### config.mk
export PLATFORM = sky130hd
export DESIGN_NAME = lfu_cache_with_ttl
export DESIGN_NICKNAME = d
export VERILOG_FILES = /design/src/rtl/lfu_pkg.sv /design/src/rtl/lfu_cmp.sv /design/src/rtl/lfu_cache_with_ttl.sv
export SDC_FILE = /design/constraint.sdc
export NUM_CORES = 2
export LEC_CHECK = 0
export ABC_AREA = 1
export BUFFER_PORTS_ARGS = -buffer_cell sky130_fd_sc_hd__buf_2
export CAP_MARGIN = 15
export CORE_MARGIN = 5
export CORE_UTILIZATION = 48
export CTS_CLUSTER_SIZE = 14
export DETAILED_ROUTE_END_ITERATION = 7
export SKIP_LAST_GASP = 1
export SLEW_MARGIN = 0
export SYNTH_ARGS = -nofsm -noshare
export SYNTH_HDL_FRONTEND = slang
export SYNTH_SLANG_ARGS = --single-unit
### constraint.sdc
create_clock -name clk -period 19.05 [get_ports clk]
set_clock_uncertainty 0.15 [all_clocks]
set_input_delay 2.8575 -clock clk [delete_from_list [all_inputs] [get_ports clk]]
set_output_delay 2.8575 -clock clk [all_outputs]
set_load 0.01 [all_outputs]
### src/rtl/lfu_pkg.sv
// Package for the LFU cache with expiry: sequencer states, register
// indexes, command codes and the entry record. No dependencies.
`default_nettype none
package lfu_pkg;
    typedef enum logic [2:0] {
        ST_IDLE,
        ST_SCAN,
        ST_DECIDE,
        ST_FREE,
        ST_VICTIM,
        ST_WRITE,
        ST_RESULT
    } state_t;

    localparam logic [0:0] CMD_GET = 1'b0;
    localparam logic [0:0] CMD_PUT = 1'b1;

    localparam logic [0:0] REG_CAPACITY = 1'b0;
    localparam logic [0:0] REG_TTL      = 1'b1;

    localparam int KEY_W = 32;
    localparam int VAL_W = 32;
    localparam int CNT_W = 32;
    localparam int TIME_W = 32;
    localparam int CAP_W = 5;
    localparam int TTL_W = 31;
    localparam int CFG_W = 31;

    typedef struct packed {
        logic [KEY_W-1:0]  key;
        logic [VAL_W-1:0]  value;
        logic [CNT_W-1:0]  count;
        logic [TIME_W-1:0] last_use;
    } entry_t;
endpackage
`default_nettype wire

### src/rtl/lfu_cmp.sv
// Shared compare unit of the LFU cache: expiry check, key match and
// victim ordering for one entry per cycle. Depends on lfu_pkg.
`default_nettype none
module lfu_cmp (
    input  wire lfu_pkg::entry_t          ent,
    input  wire logic [lfu_pkg::TIME_W-1:0] now,
    input  wire logic [lfu_pkg::TTL_W-1:0]  ttl,
    input  wire logic [lfu_pkg::KEY_W-1:0]  key,
    input  wire logic [lfu_pkg::CNT_W-1:0]  best_cnt,
    input  wire logic [lfu_pkg::TIME_W-1:0] best_age,
    output logic                            expired,
    output logic                            key_eq,
    output logic                            better,
    output logic [lfu_pkg::TIME_W-1:0]      age
);
    always_comb
    begin
        age     = now - ent.last_use;
        expired = age > {1'b0, ttl};
        key_eq  = ent.key == key;
        better  = (ent.count < best_cnt) ||
                  ((ent.count == best_cnt) && (age > best_age));
    end
endmodule
`default_nettype wire

### src/rtl/lfu_cache_with_ttl.sv
// Top level of the LFU cache with expiry: sequencer, entry memory and
// valid bits. Depends on lfu_pkg and lfu_cmp.
//
//  channel | signals                         | direction
//  in      | in_valid/in_ready cmd key value | into block
//  out     | out_valid/out_ready hit read_value | out of block
//  cfg     | cfg_we cfg_index cfg_data       | into block
//
// Each pass reads one entry a cycle once the first memory read has landed.
// From acceptance, a get miss passes SCAN, DECIDE and RESULT, a get hit
// SCAN, DECIDE, WRITE and RESULT. A put is back in idle after WRITE, reached
// from DECIDE (hit), via FREE (free slot) or via a VICTIM pass (eviction).
// Reset clears the valid bits, op time and control; no clearing pass.
// A get result waits in the output register; the next item is taken
// once it is delivered.
`default_nettype none
module lfu_cache_with_ttl #(
    parameter int ENTRIES = 16
) (
    input  wire logic        clk,
    input  wire logic        rst_n,
    input  wire logic        in_valid,
    output logic             in_ready,
    input  wire logic        cmd,
    input  wire logic [31:0] key,
    input  wire logic [31:0] value,
    output logic             out_valid,
    input  wire logic        out_ready,
    output logic             hit,
    output logic [31:0]      read_value,
    input  wire logic        cfg_we,
    input  wire logic        cfg_index,
    input  wire logic [30:0] cfg_data
);
    localparam int IW = (ENTRIES > 1) ? $clog2(ENTRIES) : 1;
    localparam int CW = $clog2(ENTRIES + 1);

    lfu_pkg::state_t state_reg, state_next;
    lfu_pkg::entry_t mem [ENTRIES];
    lfu_pkg::entry_t rd_reg;
    logic [ENTRIES-1:0] valid_reg;
    logic [IW-1:0] idx_reg, idx_next;
    logic          rd_ok_reg;
    logic [IW-1:0] slot_reg, slot_next;
    logic          found_reg, found_next, have_reg, have_next;
    logic [CW-1:0] used_reg, used_next;
    logic [31:0]   best_cnt_reg, best_cnt_next, best_age_reg, best_age_next;
    logic [31:0]   time_reg;
    logic [4:0]    cap_reg;
    logic [30:0]   ttl_reg;
    logic          cmd_reg;
    logic [31:0]   key_reg, val_reg;
    logic          out_valid_reg, hit_reg;
    logic [31:0]   rv_reg;
    logic [CW-1:0] cap_eff;
    logic expired, key_eq, better;
    logic [31:0] age;
    logic last;
    logic cur_valid;

    lfu_cmp u_cmp (
        .ent(rd_reg), .now(time_reg), .ttl(ttl_reg), .key(key_reg),
        .best_cnt(best_cnt_reg), .best_age(best_age_reg),
        .expired(expired), .key_eq(key_eq), .better(better), .age(age)
    );

    always_comb
    begin
        if (cap_reg == 5'd0)
            cap_eff = CW'(1);
        else if ({27'd0, cap_reg} > 32'(ENTRIES))
            cap_eff = CW'(ENTRIES);
        else
            cap_eff = CW'(cap_reg);
    end

    assign last      = idx_reg == IW'(ENTRIES - 1);
    assign cur_valid = valid_reg[idx_reg];
    assign in_ready  = (state_reg == lfu_pkg::ST_IDLE) && !out_valid_reg;
    assign out_valid = out_valid_reg;
    assign hit        = hit_reg;
    assign read_value = rv_reg;

    // next state
    always_comb
    begin
        state_next = state_reg;
        case (state_reg)
            lfu_pkg::ST_IDLE:
                if (in_valid && in_ready)
                    state_next = lfu_pkg::ST_SCAN;
            lfu_pkg::ST_SCAN:
                if (rd_ok_reg && last)
                    state_next = lfu_pkg::ST_DECIDE;
            lfu_pkg::ST_DECIDE:
                if (found_reg)
                    state_next = lfu_pkg::ST_WRITE;
                else if (cmd_reg == lfu_pkg::CMD_GET)
                    state_next = lfu_pkg::ST_RESULT;
                else if (used_reg < cap_eff)
                    state_next = lfu_pkg::ST_FREE;
                else
                    state_next = lfu_pkg::ST_VICTIM;
            lfu_pkg::ST_FREE:
                state_next = lfu_pkg::ST_WRITE;
            lfu_pkg::ST_VICTIM:
                if (rd_ok_reg && last)
                    state_next = lfu_pkg::ST_WRITE;
            lfu_pkg::ST_WRITE:
                state_next = (cmd_reg == lfu_pkg::CMD_GET) ? lfu_pkg::ST_RESULT
                                                           : lfu_pkg::ST_IDLE;
            lfu_pkg::ST_RESULT:
                state_next = lfu_pkg::ST_IDLE;
            default:
                state_next = lfu_pkg::ST_IDLE;
        endcase
    end

    // datapath control
    always_comb
    begin
        idx_next      = idx_reg;
        slot_next     = slot_reg;
        found_next    = found_reg;
        have_next     = have_reg;
        used_next     = used_reg;
        best_cnt_next = best_cnt_reg;
        best_age_next = best_age_reg;
        case (state_reg)
            lfu_pkg::ST_IDLE:
            begin
                idx_next   = '0;
                found_next = 1'b0;
                have_next  = 1'b0;
                used_next  = '0;
            end
            lfu_pkg::ST_SCAN:
                if (rd_ok_reg)
                begin
                    if (cur_valid && !expired)
                    begin
                        used_next = used_reg + CW'(1);
                        if (!found_reg && key_eq)
                        begin
                            found_next = 1'b1;
                            slot_next  = idx_reg;
                        end
                    end
                    if (!last)
                        idx_next = idx_reg + IW'(1);
                end
            lfu_pkg::ST_DECIDE:
                // a hit rereads its own entry for the update
                idx_next = found_reg ? slot_reg : '0;
            lfu_pkg::ST_FREE:
            begin
                // lowest invalid slot; a priority pick over valid bits
                for (int i = ENTRIES - 1; i >= 0; i--)
                    if (!valid_reg[i])
                        slot_next = IW'(i);
            end
            lfu_pkg::ST_VICTIM:
                if (rd_ok_reg)
                begin
                    if (cur_valid && (!have_reg || better))
                    begin
                        have_next     = 1'b1;
                        slot_next     = idx_reg;
                        best_cnt_next = rd_reg.count;
                        best_age_next = age;
                    end
                    if (!last)
                        idx_next = idx_reg + IW'(1);
                end
            default:
                ;
        endcase
    end

    always_ff @(posedge clk)
    begin
        rd_reg <= mem[idx_next];
        if (state_reg == lfu_pkg::ST_WRITE)
        begin
            if (found_reg)
            begin
                mem[slot_reg].value <= (cmd_reg == lfu_pkg::CMD_PUT) ? val_reg
                                                                     : rd_reg.value;
                mem[slot_reg].count <= (rd_reg.count == '1) ? rd_reg.count
                                                            : rd_reg.count + 32'd1;
                mem[slot_reg].last_use <= time_reg;
                mem[slot_reg].key <= rd_reg.key;
            end
            else
                mem[slot_reg] <= '{key: key_reg, value: val_reg, count: '0,
                                   last_use: time_reg};
        end
        if (state_reg == lfu_pkg::ST_IDLE && in_valid && in_ready)
        begin
            cmd_reg <= cmd;
            key_reg <= key;
            val_reg <= value;
        end
        idx_reg       <= idx_next;
        slot_reg      <= slot_next;
        best_cnt_reg  <= best_cnt_next;
        best_age_reg  <= best_age_next;
        used_reg      <= used_next;
        if (state_reg == lfu_pkg::ST_WRITE && cmd_reg == lfu_pkg::CMD_GET)
            rv_reg <= rd_reg.value;
        else if (state_reg == lfu_pkg::ST_RESULT && !found_reg)
            rv_reg <= '0;
    end

    always_ff @(posedge clk or negedge rst_n)
    begin
        if (!rst_n)
        begin
            state_reg     <= lfu_pkg::ST_IDLE;
            valid_reg     <= '0;
            time_reg      <= '0;
            cap_reg       <= 5'd16;
            ttl_reg       <= 31'h7FFF_FFFF;
            found_reg     <= 1'b0;
            have_reg      <= 1'b0;
            rd_ok_reg     <= 1'b0;
            out_valid_reg <= 1'b0;
            hit_reg       <= 1'b0;
        end
        else
        begin
            state_reg <= state_next;
            found_reg <= found_next;
            have_reg  <= have_next;
            // read data lands in the cycle after the index settles
            rd_ok_reg <= (state_reg == state_next) &&
                         (state_reg == lfu_pkg::ST_SCAN || state_reg == lfu_pkg::ST_VICTIM)
                         ? !rd_ok_reg || last ? 1'b1 : 1'b1
                         : (state_next == lfu_pkg::ST_SCAN || state_next == lfu_pkg::ST_VICTIM)
                           ? 1'b0 : rd_ok_reg;
            if (cfg_we)
            begin
                if (cfg_index == lfu_pkg::REG_CAPACITY)
                    cap_reg <= cfg_data[4:0];
                else
                    ttl_reg <= cfg_data;
            end
            if (state_reg == lfu_pkg::ST_SCAN && rd_ok_reg && cur_valid && expired)
                valid_reg[idx_reg] <= 1'b0;
            if (state_reg == lfu_pkg::ST_WRITE)
            begin
                valid_reg[slot_reg] <= 1'b1;
                if (cmd_reg == lfu_pkg::CMD_PUT)
                    time_reg <= time_reg + 32'd1;
            end
            if (state_reg == lfu_pkg::ST_RESULT)
            begin
                out_valid_reg <= 1'b1;
                hit_reg       <= found_reg;
                time_reg      <= time_reg + 32'd1;
            end
            else if (out_valid_reg && out_ready)
                out_valid_reg <= 1'b0;
        end
    end

    a_ready_idle: assert property (@(posedge clk) disable iff (!rst_n)
        in_ready |-> state_reg == lfu_pkg::ST_IDLE)
        else $error("ready outside idle");
    a_out_hold: assert property (@(posedge clk) disable iff (!rst_n)
        out_valid && !out_ready |=> out_valid && $stable(read_value))
        else $error("result dropped");
    a_miss_zero: assert property (@(posedge clk) disable iff (!rst_n)
        out_valid && !hit |-> read_value == 32'd0)
        else $error("miss value not zero");
endmodule
`default_nettype wire

# Word level (Yosys, flattened, before mapping)
# Memory sizes are Yosys's and may differ from the RTL's. A register that Yosys moved wholly into a read port is not among the register bits.
# Index checks and enable logic that the tools add are counted.
word_totals:
  in_bits: 102
  ram_bits: 2048
  romBits: 0
  output_inout_bits: 35
  latch_bits: 0
  register_bits: 266
  n_memories: 1
op_classes:
  n_lt_le_gt_ge: 9
  div: 0
  eq_ne: 19
  n_mul: 0
  n_reduce_logical: 45
  n_mux: 72
  bitwise_logic: 6
  shift: 0
  add_sub_neg: 5
mem_list:
  columns: ["name", "words", "word_bits", "rd", "rd_clocked_by_memory_dff", "wr", "line_no", "rtl"]
  rows:
  - ["mem", 16, 128, 1, 1, 1, "lfu_cache_with_ttl.sv:39", "lfu_pkg::entry_t mem [ENTRIES];"]
op_table:
  columns: ["cell", "n"]
  rows:
  - ["$mux W32", 7]
  - ["$mux W128", 1]
  - ["$mux W4", 24]
  - ["$add A32 B1 Y32 const B", 2]
  - ["$eq A32 B32 Y1", 2]
  - ["$eq A32 B32 Y1 const B", 1]
  - ["$gt A32 B31 Y1", 1]
  - ["$gt A32 B32 Y1", 1]
  - ["$lt A32 B32 Y1", 1]
  - ["$mux W16", 2]
  - ["$sub A32 B32 Y32", 1]
  - ["$pmux W4 S3", 2]
  - ["$mux W3", 7]
  - ["$mux W5", 4]
  - ["$logic_and A1 B1 Y1", 18]
  - ["$mux W1", 18]
  - ["$pmux W3 S6", 1]
  - ["$ne A17 B17 Y1 const B", 1]
  - ["$and A16 B16 Y16", 1]
  - ["$not A16 Y16", 1]
  - ["$or A16 B16 Y16", 1]
  - ["$reduce_bool A2 Y1", 7]
  - ["$eq A3 B3 Y1 const B", 4]
  - ["$lt A4 B5 Y1 const B", 2]
  - ["other kinds (26)", 46]

# Longest topological paths before layout
depth:
  ltp_word: 17
  depth_mapped: 34
  mapped_depth_nobuf: 34

# Hierarchy
# Synthesis repeated with hierarchy kept, for this count alone.
hier_totals:
  hier_cells: 10231
  hier_area_um2: 108580.4
modules_own_cells:
  columns: ["module", "instances", "area_each_um2", "seq_area_each_um2", "cells_each"]
  rows:
  - ["lfu_cache_with_ttl", 1, 103922.2, 71588.7, 9483]
  - ["lfu_cmp", 1, 4658.2, 0.0, 748]

# Worst setup path after synthesis
# No wires, ideal clock.
synth_path:
  path_type: "register to register"
  from: "register time_reg[0]"
  to: "register best_age_reg[0], enable pin"
  t_required_ns: 18.414
  stages_incl_launch_ff: 25
  synth_period_minus_slack_ns: 7.453
  arrival_ns: 6.817
  setup_time_ns: 0.486
  setup_slack_ns: 11.597
  path_cell_list: "dfrtp_1 -> inv_1 -> ha_1 -> fa_1 -> nand3b_1 -> nand2_1 -> a21oi_1 -> o21ai_0 -> a21boi_1 -> o21ai_0 -> a21oi_1 -> o21ai_1 -> nand2_1 -> nand3_1 -> nand2_1 -> ha_1 -> nand2_1 -> or4_1 -> nor2_1 -> nand2_1 -> nand3_1 -> nand2_1 -> nand2_1 -> nand4_1 -> nor2_1"
synth_between:
  elab_chain_cells: 7
synth_lines:
  columns: ["element", "line_no", "rtl"]
  rows:
  - ["from (decl)", "lfu_cache_with_ttl.sv:48", "logic [31:0] time_reg;"]
  - ["from (signal assigned)", "lfu_cache_with_ttl.sv:254", "time_reg <= time_reg + 32'd1;"]
  - ["from (signal assigned)", "lfu_cache_with_ttl.sv:260", "time_reg <= time_reg + 32'd1;"]
  - ["$sub A32 B32 Y32", "lfu_cmp.sv:18", "age = now - ent.last_use;"]
  - ["named net age[22]", "lfu_cache_with_ttl.sv:57", "logic [31:0] age;"]
  - ["$gt A32 B32 Y1", "lfu_cmp.sv:22", "((ent.count == best_cnt) && (age > best_age));"]
  - ["$logic_and A1 B1 Y1", "lfu_cmp.sv:22", null]
  - ["$logic_or A1 B1 Y1", "lfu_cmp.sv:21", "better = (ent.count < best_cnt) ||"]
  - ["$logic_or A1 B1 Y1", "lfu_cache_with_ttl.sv:165", "if (cur_valid && (!have_reg || better))"]
  - ["$logic_and A1 B1 Y1", "lfu_cache_with_ttl.sv:165", null]
  - ["$reduce_and A3 Y1 (no line)", null, null]
  - ["to (signal assigned)", "lfu_cache_with_ttl.sv:207", "best_age_reg <= best_age_next;"]
  - ["to (decl)", "lfu_cache_with_ttl.sv:47", "logic [31:0] best_cnt_reg, best_cnt_next, best_age_reg, best_age_next;"]
# The timed path passes the listed nets, and every way through them passes these cells.
# A chain may end at the register's enable or synchronous reset.

# Final worst setup path
layout_path:
  from: "register idx_reg[0]"
  to: "register rd_reg[111] (netlist name)"
layout_between:
  elab_chain_cells: 4
  elab_cells_between_ends: 5
layout_lines:
  columns: ["element", "line_no", "rtl"]
  rows:
  - ["from (decl)", "lfu_cache_with_ttl.sv:42", "logic [IW-1:0] idx_reg, idx_next;"]
  - ["from (signal assigned)", "lfu_cache_with_ttl.sv:204", "idx_reg <= idx_next;"]
  - ["$add A4 B1 Y4 or $eq A4 B4 Y1 (tied branches)", "lfu_cache_with_ttl.sv:150, lfu_cache_with_ttl.sv:173, lfu_cache_with_ttl.sv:77", null]
  - ["$mux W4", "lfu_cache_with_ttl.sv:149, lfu_cache_with_ttl.sv:172", null]
  - ["$mux W4", "lfu_cache_with_ttl.sv:163", "if (rd_ok_reg)"]
  - ["$pmux W4 S3 *", "lfu_cache_with_ttl.sv:129", "case (state_reg)"]
# Mark *: on every way between the ends. The rest lies on a longest branch, timed or not.

==> results.md <==
- The most frequently used flop master after synthesis is edfxtp_1.
- After layout, the worst setup slack is about 12000 ps.
- The number of synthesized register bits is about 2400.
- For this configuration, the core starts out at a cell density of 0.483.
- The wire length of the first global-routing pass is between 300000 and 400000 microns.
- For this run, the share of the core covered by cells in the final layout is 0.537.
- In this run the core area contains 166 standard-cell rows.
- After clock tree synthesis, the flow added hold-fix buffers numbering 0.
- From bottom edge to top edge, the die measures between 400 and 500 microns.
- The post-synthesis net count is 7722.
- The post-route fraction of the period consumed by the critical path is 0.360.
- The number of vias per cell is ~6.
- Along the worst hold path, the cell count comes to 2.
- The mean cell area of the mapped netlist is ~13 sq um.
- The global-route total usage across every layer is 0.230.
- Across all hold checks on the routed design, the worst slack comes to 334 ps.
- The total overflow left after global routing is 0.
- The global routing's busiest layer is met2.
- Summed over all cells, the static leakage comes to roughly 37 nW.
- The cell count after synthesis came out at 7482.
- After clock tree synthesis, the clock-pin slew on the worst setup and hold paths is roughly 60 ps.
- The setup TNS is 0 ps.
- The final wirelength is around 250000 microns.
- The later-pin clock latency in the skew report is roughly 870 ps.
- The run finished with clean final reports.
- The placeable core area is just over 200000 sq um.
- The number of endpoints with negative hold slack in the final report is 0.
- The post-cts sizing count is 0.
- STA puts the critical path data arrival time at roughly 7500 ps.
- Pin placement for this block handled around 140 I/O pins.
- The buffer count from post-CTS setup fixing is 0.
- In this run the tightest slew margin relative to its limit is 0.200.
- The global-route met1 utilization is 0.327.
- The average routed wire per standard cell is around 24 microns.
- In this run the number of cells on the critical path is 14.
- The number of clock sinks seen by CTS is roughly 2400.
- The number of buffers created by CTS is between 200 and 250.
- The count of unresolved DRC violations after routing is 0.
- Routability-driven placement finished with a final weighted congestion of 0.885.
- For this run, the number of standard cells in the final layout without fillers is approximately 10000.
- The clock passes through at most 3 buffers.
- The horizontal extent of the die is 465 microns.
- The critical path class is reg2reg.
- Broken down by cell family, the worst path's largest delay share belongs to buffers and inverters.
- The critical path goes through ha_1 -> inv_1 -> nor2_1 -> o21ai_2 -> o221ai_4 -> buf_4 -> buf_4 -> buf_4 -> buf_4 -> buf_4 -> o21ai_0 -> o22ai_1 -> o211ai_1 -> o21ai_1.
- The setup slack after placement is about 12000 ps.
- From synthesis to final layout, the design area changed by 11.1%.
- The critical-path maximum fanout is 96.
- The worst-case IR drop observed on VDD is around 0.21 mV.
- STA classifies the critical path endpoint as a flop.
- The HPWL after detailed placement is around 130000 microns.
- The H-tree was split into 4 levels.
- The number of buffer cells added on primary ports is ~140.
- The cell type with the highest occurrence count on the critical path is buf_4.
- Before antenna repair, the detailed router went through 8 iterations.
- Setup violations remaining at the end of the flow were counted as 0.
- The cell area that synthesis handed to floorplanning was 99200 sq um.
- The register with the most flip-flops in the layout has ~2000 of them.
- The met3 usage is 0.0294.
- Counting flops with a built-in enable in the synthesized netlist gives 2218.
- The full die area is around 220000 sq um.
- Of the synthesized area, sequential elements account for 0.722.
- The initial antenna violation count is 2.
- Counting flops with an async set or reset pin after synthesis yields a share of 0.0377.
- For this run, the post-layout net count is around 7800.
- Detailed routing inserted a total of between 60000 and 70000 vias.
- The instance area after placement is a little over 100000 sq um.
- The remaining antenna violation count is 0.
- In the global route stage, met2 resource usage came out at 0.383.
- The class of the most critical hold timing path is reg2reg.
- The number of slew-limit violations in the final report is 0.
- The depth of the most critical reg-to-reg path is 14.
- Across the run, the number of max-cap violations was 0.
- The combined buffer and inverter count along the critical path is 6.
- The first routing iteration left approximately 5600 violations.
- On the critical path, the stage with the largest delay is an instance of o221ai_4.
- The highest attainable clock frequency is ~150 MHz.
- Including well taps, the total number of placed cells is roughly 10000.
- The via count of the first global-routing pass is 59900.
- The root buffer cell chosen for the clock tree is clkbuf_16.
- Setup repair after global routing left no endpoint under its margin.
- Yosys mapped the design onto 67 distinct sky130hd cell types.
- Of the cells placed in the final design, the portion with a size suffix greater than 1 is 0.136.
- The multi-input gate area in the final layout is approximately 24000 sq um.
- The maximum number of pins on one net before global-route repair is a little under 300.
- The overall power of the completed layout is between 15 and 20 mW.
- After filler insertion, the fill cell instance count of the layout stands at ~17000.
- The CTS tree is done.
- STA puts the critical path data required time at roughly 20000 ps.
- The total power density per cell area is between 150 and 200 nW/um^2.
- The finished cells cover between 100000 and 150000 sq um.
- The maximum single-stage delay on the critical path is about 860 ps.
- The sequential standard cell area is ~70000 sq um.
- Subtracting the final worst setup slack from the clock period gives ~6900 ps.
- For the pin with the worst max-slew slack, the measured transition is approximately 1200 ps.
- The worst setup path is launched from a flop.
- During synthesis, Yosys emitted a total of 0 warnings.
[cell type report]
| cell class | count | area share |
|---|---|---|
| Clock inverter | 115 | 0.00990 |
| Inverter | 343 | 0.0120 |
| Tap cell | 2688 | 0.0305 |
| Timing Repair Buffer | 251 | 0.0154 |
| Sequential cell | 2442 | 0.649 |
| Clock buffer | 343 | 0.0616 |
| Multi-Input combinational cell | 4246 | 0.221 |
| Antenna cell | 2 | 0.0000454 |
[layout by cell type (no fill, tap or decap), types with 9 or more instances in the layout]
cell / instances
dfxtp_1: 132
o21ai_1: 215
mux2i_1: 37
buf_4: 103
inv_1: 332
clkinv_2: 44
nor3_1: 30
o211ai_1: 175
edfxtp_1: 2218
clkbuf_1: 67
ha_1: 137
o22ai_1: 40
nor2_1: 702
nor4_1: 16
xnor2_1: 34
bufinv_16: 15
nand2_1: 463
a22oi_1: 14
clkbuf_16: 243
clkinv_1: 35
dfrtp_1: 60
o21ai_0: 911
xor2_1: 58
o221ai_1: 365
clkbuf_8: 34
buf_12: 12
clkinvlp_4: 9
or2_1: 112
a21oi_1: 187
nor2_4: 20
nand4_1: 32
dfstp_2: 32
buf_2: 135
or2_2: 351
nand3_1: 251
o21a_1: 30
[final timing paths]
kind / from / to / slack [ps]
min in group asynchronous: rst_n / time_reg[16] / 1840
min: hit / hit / 330
min reg2reg: hit / hit / 330
max reg2reg: idx_reg[0] / rd_reg[111] / 12200
max in group asynchronous: rst_n / time_reg[2] / 15730
max: idx_reg[0] / rd_reg[111] / 12200
[Yosys cell counts, drive strengths merged, types with 175 or more instances]
cell    count  area [sq um]
edfxtp   2218         66600
a21oi     187           936
nor2      728          2760
o211ai    175          1310
inv       342          1290
nand2     468          1770
o221ai    366          3210
nand3     253          1280
o21ai    1128          5650
buf       238          1350
clkbuf    213           817
or2       465          2910
[cell families (layout without fill, tap and decap cells)]
family / Yosys count / after routing / synth area share
muxes: 37 / 37 / 0.00373
buffers and inverters: 794 / 1052 / 0.0348
DFF: 2442 / 2442 / 0.722
other: 0 / 2 / 0
and+or+nand+nor: 2009 / 2009 / 0.0941
xor gates and xnor gates: 92 / 92 / 0.00812
AOI/OAI and AO/OA: 1970 / 1970 / 0.120
adders and majority gates: 138 / 138 / 0.0175
[routing by layer]
layer / wire length [microns] / share of wire
met4: 4710 / 0.019
met5: 233 / 0.00092
met3: 14500 / 0.057
met2: 123000 / 0.48
met1: 112000 / 0.44
[worst register-to-register path, delay by kind of cell, from the launching register on]
kind / cells / cell delay [ps]
adder cells (fa/ha/maj): 1 / 320
AO/OA/AOI/OAI: 6 / 1780
buffers and inverters: 6 / 3690
flip-flops: 1 / 590
AND/OR/NAND/NOR: 1 / 260
[power by group]
part	internal [mW]	total, mW	switching [mW]
Clock	2.68	4.70	2.02
Sequential	6.76	6.99	0.234
Combinational	1.84	6.15	4.31
Total	11.3	17.8	6.56
Power figures use the tool's default switching activity.
